<file path="config.mk">
export PLATFORM = sky130hd
export DESIGN_NAME = memory_map_bump_allocator
export DESIGN_NICKNAME = d
export VERILOG_FILES = /design/src/rtl/mba_pkg.sv /design/src/rtl/mba_region_ram.sv /design/src/rtl/memory_map_bump_allocator.sv
export SDC_FILE = /design/constraint.sdc
export NUM_CORES = 2
export LEC_CHECK = 0
export BUFFER_PORTS_ARGS = -buffer_cell sky130_fd_sc_hd__clkbuf_2
export CAP_MARGIN = 20
export CORE_UTILIZATION = 30
export CTS_CLUSTER_SIZE = 25
export DETAILED_ROUTE_END_ITERATION = 7
export GPL_TIMING_DRIVEN = 0
export SYNTH_ARGS = -nofsm -noshare
export SYNTH_HDL_FRONTEND = slang
export SYNTH_SLANG_ARGS = --single-unit
</file>
<file path="constraint.sdc">
create_clock -name clk -period 6.9 [get_ports clk]
set_input_delay 0.69 -clock clk [delete_from_list [all_inputs] [get_ports clk]]
set_output_delay 0.69 -clock clk [all_outputs]
set_load 0.01 [all_outputs]
</file>
<file path="src/rtl/mba_pkg.sv">
// ----------------------------------------------------------------------------
// Memory map bump allocator package
// Shared types and constants for the region table and the allocation walk.
// ----------------------------------------------------------------------------
package mba_pkg;

  localparam int ADDR_W   = 36;
  localparam int SIZE_W   = 32;
  localparam int CNT_W    = 5;
  localparam int IN_IDX_W = 4;
  localparam int PAGE_W   = 12;

  // 4 GiB, one past the highest byte that an allocation may reach.
  localparam logic [ADDR_W:0] LIMIT_32 = 37'h1_0000_0000;

  typedef enum logic [1:0] {
    ST_OK     = 2'd0,
    ST_OOM    = 2'd1,
    ST_LIMIT  = 2'd2,
    ST_LOADED = 2'd3
  } status_t;

  typedef enum logic {
    REQ_LOAD  = 1'b0,
    REQ_ALLOC = 1'b1
  } req_t;

  typedef enum logic [2:0] {
    S_IDLE     = 3'd0,
    S_BACK     = 3'd1,
    S_FWD_LIM  = 3'd2,
    S_FWD_FIT  = 3'd3,
    S_FWD_NEXT = 3'd4,
    S_DONE     = 3'd5
  } state_t;

  typedef struct packed {
    logic [ADDR_W-1:0] base;
    logic [ADDR_W-1:0] length;
  } region_t;

endpackage

</file>
<file path="src/rtl/mba_region_ram.sv">
// ----------------------------------------------------------------------------
// Region table memory
// One write port and one read port with registered read data.
// ----------------------------------------------------------------------------
module mba_region_ram #(
  parameter int DEPTH  = 16,
  parameter int ADDR_W = 4
) (
  input  logic               clk,
  input  logic               wr_en,
  input  logic [ADDR_W-1:0]  wr_addr,
  input  mba_pkg::region_t   wr_data,
  input  logic [ADDR_W-1:0]  rd_addr,
  output mba_pkg::region_t   rd_data
);

  mba_pkg::region_t mem [DEPTH];

  always_ff @(posedge clk) begin
    if (wr_en) begin
      mem[wr_addr] <= wr_data;
    end
  end

  always_ff @(posedge clk) begin
    rd_data <= mem[rd_addr];
  end

endmodule

</file>
<file path="src/rtl/memory_map_bump_allocator.sv">
// ----------------------------------------------------------------------------
// Memory map bump allocator
// Page-granular bump allocator over a table of usable memory regions.
// ----------------------------------------------------------------------------
// The block holds up to MAX_REGIONS regions (base and length) in a synchronous
// memory with registered read data. A load request (req_type 0) writes one
// entry and answers with status 3 through the done state and the output
// register. An allocate request (req_type 1) walks the table back from the
// last active region to the last one whose base is not above the start
// address, or to the first region, then walks forward, taking each region
// through limit check and page alignment, fit compare, and fetch of the
// next base. The region memory has a single read port. One request is in
// flight at a time, but a new request is taken as soon as the result has
// moved into the output register, even while that result is still stalled.
// Entries that were never loaded must not lie within region_count.
module memory_map_bump_allocator #(
  parameter int MAX_REGIONS = 16
) (
  input  logic        clk,
  input  logic        rst_n,

  input  logic        cfg_wr_en,
  input  logic [4:0]  cfg_wr_data,

  input  logic        in_valid,
  output logic        in_stall,
  input  logic        in_req_type,
  input  logic [3:0]  in_region_index,
  input  logic [35:0] in_region_base,
  input  logic [35:0] in_region_length,
  input  logic [35:0] in_start_address,
  input  logic [31:0] in_alloc_size,

  output logic        out_valid,
  input  logic        out_stall,
  output logic [35:0] out_end_address,
  output logic [1:0]  out_status
);

  localparam int IDX_W = (MAX_REGIONS > 1) ? $clog2(MAX_REGIONS) : 1;
  localparam int AW    = mba_pkg::ADDR_W;
  localparam int SW    = mba_pkg::SIZE_W;
  localparam int CW    = mba_pkg::CNT_W;
  localparam int PW    = mba_pkg::PAGE_W;

  mba_pkg::state_t  state_r, state_nxt;

  logic [CW-1:0]    region_count_r;
  logic [CW-1:0]    e_r, e_nxt;
  logic [AW-1:0]    start_r, start_nxt;
  logic [SW-1:0]    size_r, size_nxt;
  logic [AW-1:0]    aligned_r, aligned_nxt;
  logic [AW:0]      region_end_r, region_end_nxt;
  logic [AW-1:0]    res_end_r, res_end_nxt;
  mba_pkg::status_t res_status_r, res_status_nxt;
  logic             out_valid_r, out_valid_nxt;
  logic [AW-1:0]    out_end_r, out_end_nxt;
  mba_pkg::status_t out_status_r, out_status_nxt;

  logic             in_acc;
  logic             load_hit;
  logic [CW-1:0]    active_cnt;
  logic [AW:0]      lim_sum;
  logic [AW:0]      fit_sum;
  logic [AW-1:0]    aligned_calc;
  logic             last_region;
  logic             out_free;
  mba_pkg::region_t wr_data;
  mba_pkg::region_t rd_data;

  assign in_stall = (state_r != mba_pkg::S_IDLE);
  assign in_acc   = in_valid && !in_stall;

  // A load into a slot beyond the table writes nothing but still answers.
  assign load_hit = (32'(in_region_index) < 32'(MAX_REGIONS));

  // A count above the table size acts as the table size.
  assign active_cnt = (32'(region_count_r) > 32'(MAX_REGIONS)) ?
                      CW'(MAX_REGIONS) : region_count_r;

  // Limit check on the unaligned start, then page alignment. Past the limit
  // check the start is at most 4 GiB, so alignment cannot overflow.
  assign lim_sum      = {1'b0, start_r} + {{(AW + 1 - SW){1'b0}}, size_r};
  assign aligned_calc = (start_r[PW-1:0] != '0) ?
                        {start_r[AW-1:PW] + (AW - PW)'(1), {PW{1'b0}}} : start_r;
  assign fit_sum      = {1'b0, aligned_r} + {{(AW + 1 - SW){1'b0}}, size_r};
  assign last_region  = (({1'b0, e_r} + (CW + 1)'(1)) >= {1'b0, active_cnt});

  assign out_free = !out_valid_r || !out_stall;

  assign wr_data.base   = in_region_base;
  assign wr_data.length = in_region_length;

  // The memory is read every cycle at the next walk index, so rd_data always
  // holds the entry at e_r.
  mba_region_ram #(
    .DEPTH  (MAX_REGIONS),
    .ADDR_W (IDX_W)
  ) u_region_ram (
    .clk     (clk),
    .wr_en   (in_acc && (in_req_type == mba_pkg::REQ_LOAD) && load_hit),
    .wr_addr (IDX_W'(in_region_index)),
    .wr_data (wr_data),
    .rd_addr (IDX_W'(e_nxt)),
    .rd_data (rd_data)
  );

  // Next state.
  always_comb begin
    state_nxt = state_r;
    case (state_r)
      mba_pkg::S_IDLE: begin
        if (in_acc) begin
          if (in_req_type == mba_pkg::REQ_LOAD || active_cnt == '0) begin
            state_nxt = mba_pkg::S_DONE;
          end else begin
            state_nxt = mba_pkg::S_BACK;
          end
        end
      end
      mba_pkg::S_BACK: begin
        if (!(start_r < rd_data.base) || e_r == '0) begin
          state_nxt = mba_pkg::S_FWD_LIM;
        end
      end
      mba_pkg::S_FWD_LIM: begin
        if (lim_sum > mba_pkg::LIMIT_32) begin
          state_nxt = mba_pkg::S_DONE;
        end else begin
          state_nxt = mba_pkg::S_FWD_FIT;
        end
      end
      mba_pkg::S_FWD_FIT: begin
        if (fit_sum < region_end_r || last_region) begin
          state_nxt = mba_pkg::S_DONE;
        end else begin
          state_nxt = mba_pkg::S_FWD_NEXT;
        end
      end
      mba_pkg::S_FWD_NEXT: state_nxt = mba_pkg::S_FWD_LIM;
      mba_pkg::S_DONE: begin
        if (out_free) begin
          state_nxt = mba_pkg::S_IDLE;
        end
      end
      default: state_nxt = mba_pkg::S_IDLE;
    endcase
  end

  // Datapath and outputs.
  always_comb begin
    e_nxt          = e_r;
    start_nxt      = start_r;
    size_nxt       = size_r;
    aligned_nxt    = aligned_r;
    region_end_nxt = region_end_r;
    res_end_nxt    = res_end_r;
    res_status_nxt = res_status_r;
    out_valid_nxt  = out_valid_r && out_stall;
    out_end_nxt    = out_end_r;
    out_status_nxt = out_status_r;
    case (state_r)
      mba_pkg::S_IDLE: begin
        if (in_acc) begin
          res_end_nxt = '0;
          start_nxt   = in_start_address;
          size_nxt    = in_alloc_size;
          e_nxt       = active_cnt - CW'(1);
          if (in_req_type == mba_pkg::REQ_LOAD) begin
            res_status_nxt = mba_pkg::ST_LOADED;
          end else if (active_cnt == '0) begin
            res_status_nxt = mba_pkg::ST_OOM;
          end
        end
      end
      mba_pkg::S_BACK: begin
        if (start_r < rd_data.base) begin
          if (e_r == '0) begin
            // Start lies below the first region: clamp to its base.
            start_nxt = rd_data.base;
          end else begin
            e_nxt = e_r - CW'(1);
          end
        end
      end
      mba_pkg::S_FWD_LIM: begin
        aligned_nxt    = aligned_calc;
        region_end_nxt = {1'b0, rd_data.base} + {1'b0, rd_data.length};
        if (lim_sum > mba_pkg::LIMIT_32) begin
          res_status_nxt = mba_pkg::ST_LIMIT;
        end
      end
      mba_pkg::S_FWD_FIT: begin
        if (fit_sum < region_end_r) begin
          res_end_nxt    = fit_sum[AW-1:0];
          res_status_nxt = mba_pkg::ST_OK;
        end else if (last_region) begin
          res_status_nxt = mba_pkg::ST_OOM;
        end else begin
          e_nxt = e_r + CW'(1);
        end
      end
      mba_pkg::S_FWD_NEXT: begin
        start_nxt = rd_data.base;
      end
      mba_pkg::S_DONE: begin
        if (out_free) begin
          out_valid_nxt  = 1'b1;
          out_end_nxt    = res_end_r;
          out_status_nxt = res_status_r;
        end
      end
      default: ;
    endcase
  end

  always_ff @(posedge clk) begin
    if (!rst_n) begin
      state_r        <= mba_pkg::S_IDLE;
      out_valid_r    <= 1'b0;
      region_count_r <= '0;
      e_r            <= '0;
    end else begin
      state_r     <= state_nxt;
      out_valid_r <= out_valid_nxt;
      e_r         <= e_nxt;
      if (cfg_wr_en) begin
        region_count_r <= cfg_wr_data;
      end
    end
  end

  always_ff @(posedge clk) begin
    start_r      <= start_nxt;
    size_r       <= size_nxt;
    aligned_r    <= aligned_nxt;
    region_end_r <= region_end_nxt;
    res_end_r    <= res_end_nxt;
    res_status_r <= res_status_nxt;
    out_end_r    <= out_end_nxt;
    out_status_r <= out_status_nxt;
  end

  assign out_valid       = out_valid_r;
  assign out_end_address = out_end_r;
  assign out_status      = out_status_r;

  // A load request goes straight to the result stage with the loaded status.
  a_load_done: assert property (@(posedge clk) disable iff (!rst_n)
    in_acc && (in_req_type == mba_pkg::REQ_LOAD) |=>
      state_r == mba_pkg::S_DONE && res_status_r == mba_pkg::ST_LOADED)
    else $error("load request did not complete as loaded");

  // The walk never leaves the active part of the table.
  a_walk_range: assert property (@(posedge clk) disable iff (!rst_n)
    (state_r == mba_pkg::S_BACK || state_r == mba_pkg::S_FWD_LIM ||
     state_r == mba_pkg::S_FWD_FIT || state_r == mba_pkg::S_FWD_NEXT) |->
      e_r < active_cnt)
    else $error("walk index beyond active region count");

  // The fit compare always sees a page-aligned start.
  a_aligned: assert property (@(posedge clk) disable iff (!rst_n)
    state_r == mba_pkg::S_FWD_FIT |-> aligned_r[PW-1:0] == '0)
    else $error("start not page aligned at fit compare");

  // Only a successful allocation carries a nonzero end address.
  a_fail_zero: assert property (@(posedge clk) disable iff (!rst_n)
    out_valid_r && out_status_r != mba_pkg::ST_OK |-> out_end_r == '0)
    else $error("failed or load result carries an end address");

endmodule

</file>
### Yosys cells after proc, flatten, opt, wreduce, memory -nomap -nowiden

Memories as Yosys holds them, arrays and structs flattened. A register that Yosys moved wholly into a read port is not among the register bits.
Index checks and enable logic that the tools add are counted.

| word-level totals | value |
|---|---|
| word-level logic and storage cells | 106 |
| RAM bits | 1152 |
| memories | 1 |
| register bits after elaboration | 231 |
| output and inout port bits | 40 |

Memories:

| name | words | width | rd ports | clocked after memory_dff | write ports | RTL line | RTL |
|---|---|---|---|---|---|---|---|
| u_region_ram.mem | 16 | 72 | 1 | 1 | 1 | mba_region_ram.sv:17 | `mba_pkg::region_t mem [DEPTH];` |

| operators by class | value |
|---|---|
| equality and inequality tests | 17 |
| $add $sub $neg | 8 |
| $lt $le $gt $ge | 5 |
| muxes and demuxes | 33 |
| reduce and logical (&&, ||, !) cells | 27 |
| bitwise logic cells | 1 |

Operators by type and width:

| operator | number |
|---|---|
| $mux W36 | 6 |
| $pmux W36 S3 | 1 |
| $add A36 B32 Y37 | 2 |
| $pmux W36 S2 | 1 |
| $add A36 B36 Y37 | 1 |
| $gt A37 B33 Y1 const B | 1 |
| $lt A37 B37 Y1 | 1 |
| $lt A36 B36 Y1 | 1 |
| $mux W5 | 6 |
| $add A24 B1 Y24 const B | 1 |
| $ne A2 B2 Y1 const B | 10 |
| $pmux W3 S6 | 1 |
| $mux W3 | 5 |
| $pmux W5 S3 | 1 |
| $mux W2 | 6 |
| $reduce_bool A12 Y1 | 1 |
| $reduce_bool A3 Y1 | 4 |
| $logic_not A5 Y1 | 2 |
| $sub A5 B1 Y5 const B | 2 |
| $add A5 B1 Y6 const B | 1 |
| $eq A3 B2 Y1 const B | 2 |
| $eq A3 B3 Y1 const B | 2 |
| $ge A6 B5 Y1 | 1 |
| $ne A3 B3 Y1 const B | 2 |
| 16 further kinds | 30 |

### Depth between registers and ports, before layout

| logic depth | value |
|---|---|
| depth in word-level cells | 7 |
| depth in mapped cells | 30 |
| gate-level depth less buffers | 26 |

### Cells and area by module

A second synthesis with hierarchy kept.

| second synthesis, totals | value |
|---|---|
| cells, all modules | 3434 |
| area total of the unflattened synthesis | 60633.2 um^2 |

By module, submodules not included:

| module | times used | area an instance (um^2) | cells an instance | sequential area each (um^2) |
|---|---|---|---|---|
| mba_region_ram | 1 | 44551.5 | 1850 | 36034.6 |
| memory_map_bump_allocator | 1 | 16081.7 | 1584 | 6796.5 |

### Worst setup path after synthesis

Ideal clock, no wire load.

| timing path | value |
|---|---|
| path kind | reg2reg |
| start | reg size_r[0] |
| end | reg res_end_r[0] (enable) |
| data required time | 6.421 ns |
| stages on the path, launching flop included | 22 |
| clock period less this slack | 7.047 ns |
| buffers on the path | 0 |
| arrival time | 6.568 ns |
| slack | -0.147 ns |
| cells stage by stage | edfxtp_1 ha_1 inv_1 fa_1 nor2b_1 o21ai_0 a21boi_0 o21a_1 a31oi_1 a21o_1 o21ai_0 o211ai_1 a21oi_1 nor2_1 xnor2_1 ha_1 a21o_1 a211oi_1 o21ai_0 a21oi_1 nand2_1 o21ai_0 |

| between the ends | value |
|---|---|
| cells in the longest elaborated chain, start to end | 4 |

RTL lines:

| what | RTL line | RTL |
|---|---|---|
| start: declaration | memory_map_bump_allocator.sv:51 | `logic [SW-1:0] size_r, size_nxt;` |
| start signal: assignment | memory_map_bump_allocator.sv:235 | `size_r <= size_nxt;` |
| $add A36 B32 Y37 | memory_map_bump_allocator.sv:86 | `assign fit_sum = {1'b0, aligned_r} + {{(AW + 1 - SW){1'b0}}, size_r};` |
| via fit_sum[32] | memory_map_bump_allocator.sv:64 | `logic [AW:0] fit_sum;` |
| $lt A37 B37 Y1 | memory_map_bump_allocator.sv:194 | `if (fit_sum < region_end_r) begin` |
| $ne A2 B2 Y1 (no source line) | - |  |
| $reduce_and A3 Y1 (no source line) | - |  |
| end signal: assignment | memory_map_bump_allocator.sv:238 | `res_end_r <= res_end_nxt;` |
| end: declaration | memory_map_bump_allocator.sv:54 | `logic [AW-1:0] res_end_r, res_end_nxt;` |

The timed path passes the listed nets, and every way through them passes these cells.
A chain may end at the register's enable or synchronous reset.

### Worst setup path in the final report

| timing path | value |
|---|---|
| start | reg size_r[1] |
| end | reg u_region_ram.rd_data[0] (netlist name) |

| between the ends | value |
|---|---|
| cells in the longest elaborated chain, start to end | 4 |

RTL lines:

| what | RTL line | RTL |
|---|---|---|
| $add A36 B32 Y37 | memory_map_bump_allocator.sv:86 |  |
| $lt A37 B37 Y1 | memory_map_bump_allocator.sv:194 |  |
| $mux W5 | memory_map_bump_allocator.sv:194 |  |
| $pmux W5 S3 | memory_map_bump_allocator.sv:162 | `case (state_r)` |

Every way passes these cells. The select of a mux whose other input is x is not followed.

==> out/qor.yml <==
tritoncts_num_sinks: 1455
grt_pass1_vias: 38770
timing.rr.start: "size_r[1]"
drt_iter0_markers: 4428
port_buffers: 193
dominant_combinational_cell_family_by_area_after_synthesis: "compound AO/OA/AOI/OAI gates"
synthDistinctLibCells: 82
cts_tree: "done"
dp.final_hpwl_um: 131200
power.combinational.fraction_pct: 49.9
arr_time_crit_path_ns: 7.45
yosys.area_share.xor_xnor_pct: 1.487
cts.reportedPaths.clkPinSlew_ns: 0.06
cp_slowest_cell: "sky130_fd_sc_hd__edfxtp_1"
sequentialPowerShare_pct: 29.7
fin_worst_hold_slack_ns: 0.06716
placement.cell_area_mm2: 0.06900
fin_crit_ns: 6.811
finalWeightedCongestion: 0.8869
min_to: "size_r[1]"
synth_area_mm2: 0.06304
internal_power_contribution_mw: 22.98
drt_pre_antenna_iters: 5
synth-simple-area-share_pct: 6.335
layout.nets: 5153
worst_r2r_endpoint: "u_region_ram.rd_data[0]"
post_synth_mux_area_share_pct: 5.915
power.share.switching_pct: 41.33
r2r_cells: 29
detail_route.vias_per_cell: 5.146
fin_skew_ns: 0.03808
yosys.area_share.adder_pct: 3.688
final.setup.tns_ns: 0
hold-path-cell-count: 1
die_w_um: 460.4
max_slew.worst_pin.slew_ns: 1.086
crit_required_ns: 7.54
yosysWarnings: 0
max_freq_mhz: 146.8
report.final.slew_viol_count: 0
crit_type: "register to register"
floorplan.die.height_um: 460.4
dp_slack_ns: -3.129
synth_compound_gate_area_share_pct: 11.42
holdBufCountCts: 0
drv.max_cap_violation_count: 0
synth-main-ff-cell: "sky130_fd_sc_hd__edfxtp_1"
syn_avg_cell_area_um2: 14.47
antenna_found_initial: 28
totalWireLength_um: 184600
outcome: "finished, final reports clean"
synthesis.instances: 4356
number_of_hold_violations_in_the_final_report: 0
h-tree-depth: 4
cts.path.max_buffers: 3
share_of_the_yosys_chip_area_belonging_to_registers_pct: 67.94
track_usage_pct: 16.97
grt_overflow: 0
final_layout_size_suffix_gt1_share_pct: 24.46
synth-edff-count: 1369
cts_inserted_buffers: 146
power_dissipated_by_switching_net_loads_mw: 16.19
io_pins: 195
r2r_setup_slack_ns: 0.09
hold_path.class: "input pin to register"
cts-root-buf: "sky130_fd_sc_hd__clkbuf_16"
drc_errors: 0
synthArstFlopShare_pct: 0
crit_path_max_fanout: 10
grt_pass1_wl_um: 264200
vdd_drop_max_uv: 370.5
synth_seq_cells: 1455
worst_slew_margin_rel_pct: 26.68
die-area_mm2: 0.2120
ant_nets: 0
timing.final.crit_share_pct: 98.71
clock_latency_ns: 0.81
site_rows: 167
layout-area-overhead-vs-synth_pct: 20.24
vias: 39770
power.density_cell_area_mw_per_mm2: 516.8
layout.filler_cells: 19610
setup.worst_path.start_class: "register"
timing.critical_path.to_type: "register"
timing.final.setup_violations: 0
p_leak_nw: 26.50
hold_start: "in_alloc_size[1]"
wl_cell_um: 23.89
fin_area_mm2: 0.07580
fp.coreArea_mm2: 0.2079
critPathMaxStageDelay_ns: 0.49
post-route-worst-setup-slack_ns: 0.08882
grt_start_max_net_pins: 36
grt_setup_unrepaired: "yes"
initial_utilization_pct: 30.32
proportion_of_power_drawn_by_the_clock_network_pct: 20.4
[synthesized netlist by cell type, drive strengths merged, types with 11 or more instances]
master,count,area share [%]
a2111oi,15,0.24
a211oi,159,1.9
a21o,54,0.65
a21oi,172,1.4
a31oi,14,0.14
and2,46,0.46
and3,164,1.6
buf,77,0.74
clkbuf,152,0.92
dfxtp,86,2.7
edfxtp,1369,65
ha,181,3.6
inv,260,1.5
mux2,324,5.8
nand2,92,0.55
nand2b,20,0.20
nand3,48,0.39
nand4,20,0.20
nor2,104,0.62
nor2b,20,0.20
nor3,33,0.26
nor4b,72,1.2
o211ai,154,1.8
o21a,21,0.25
o21ai,280,2.2
o21bai,14,0.17
o22ai,144,1.4
o31ai,11,0.13
or2,11,0.11
or3,11,0.11
xnor2,79,1.1
xor2,28,0.39
[per-layer routing]
layer  vias to the layer above  GRT usage [%]  wire, um
met1                     19860          23.83     80880
met5                         -              0        38
li1                      17900              -         -
met4                         8          5.722      5480
met2                      1715          26.31     82880
met3                       293          2.964     15320
[state kept, by name, summed over array words and instances, names as in the netlist, 3 cells and up]
signal	cells
u_region_ram.mem	1152
aligned_r	36
state_r	3
size_r	32
start_r	36
res_end_r	36
out_end_address	36
region_end_r	37
u_region_ram.rd_data	72
region_count_r	5
e_r	5
[cells by family (layout without fill, tap and decap cells)]
| family | count (synthesis) | after routing |
|---|---|---|
| compound gates | 1113 | 1113 |
| xor+xnor | 107 | 107 |
| fa+ha+maj | 184 | 184 |
| buf+inv | 489 | 1056 |
| flops | 1455 | 1455 |
| mux | 332 | 332 |
| other cells | 1 | 18 |
| simple gates | 675 | 675 |
[cell usage in the layout (no fill, tap or decap), drive strengths merged, types with 9 or more instances in the layout]
cell,count
nand4,20
nand2,92
and2,46
nor4b,72
dfxtp,86
o211ai,154
nor2b,20
edfxtp,1369
nand2b,20
a21o,54
or3,11
o31ai,11
conb,12
a2111oi,15
o21ai,280
xor2,28
buf,192
o22ai,144
nor3,33
ha,181
or2,11
a211oi,159
xnor2,79
o21a,21
inv,264
a31oi,14
mux2,324
o21bai,14
nand3,48
and3,164
clkbuf,534
nor2,104
a21oi,172
bufinv,9
clkinv,53
[power groups by stage]
stage	clock network, mW	logic, mW	registers, mW
after floorplan	0	10.9	11.3
after global placement	0	16.9	11.9
after detailed placement	0	17.4	11.8
after CTS	8.10	18.8	11.6
after global routing	8.44	20.8	11.7
final	7.99	19.5	11.6
[timing repair]
| item | CTS | global route |
|---|---|---|
| setup endpoints to repair | 75 | 72 |
| gates resized for setup | 295 | 149 |
| pin swaps | 14 | 29 |
| gates cloned | 0 | 3 |
| buffers inserted | 9 | 12 |
[worst max path at each step]
| stage | startpoint | to | slack, ns | depth (start not counted) |
|---|---|---|---|---|
| after floorplan | state_r[0] | u_region_ram.mem[0][0] | 0.11 | 4 |
| after global placement | in_valid | u_region_ram.mem[0][25] | -4.97 | 4 |
| after detailed placement | size_r[0] | u_region_ram.rd_data[0] | -3.13 | 27 |
| after CTS | size_r[0] | u_region_ram.rd_data[24] | -0.03 | 31 |
| after global routing | size_r[0] | u_region_ram.rd_data[26] | -0.12 | 30 |
| final | size_r[1] | u_region_ram.rd_data[0] | 0.09 | 29 |
[critical path, delay by kind of cell, from the launching register on]
kind	cells	cell delay, ns
buffers and inverters	6	1.19
multiplexers	1	0.19
adder cells (fa/ha/maj)	2	0.61
AO/OA/AOI/OAI	11	2.26
flip-flops	1	0.49
AND/OR/NAND/NOR	9	1.83
[metrics by stage]
| stage | utilization [%] | std cells | power [mW] |
|---|---|---|---|
| detailed placement | 33.19 | 7431 | 29.22 |
| global route | 36.45 | 7725 | 40.93 |
| global placement | 32.48 | 7348 | 28.74 |
| floorplan | - | 4367 | 22.14 |
| finish | 36.46 | 7728 | 39.17 |
| CTS | 36.11 | 7708 | 38.49 |
[cell type report]
cell class | instances | area, um2 | share of cell area (%)
clock buffer | 198 | 4048 | 5.340
clock inverter | 70 | 743.2 | 0.9805
buffer | 228 | 1538 | 2.029
antenna | 6 | 15.01 | 0.01981
inverter | 260 | 975.9 | 1.288
sequential | 1455 | 42830 | 56.51
tap | 2788 | 3488 | 4.602
timing repair buffer | 300 | 2481 | 3.273
multi-input combinational | 2423 | 19680 | 25.96
Power figures use the tool's default switching activity.
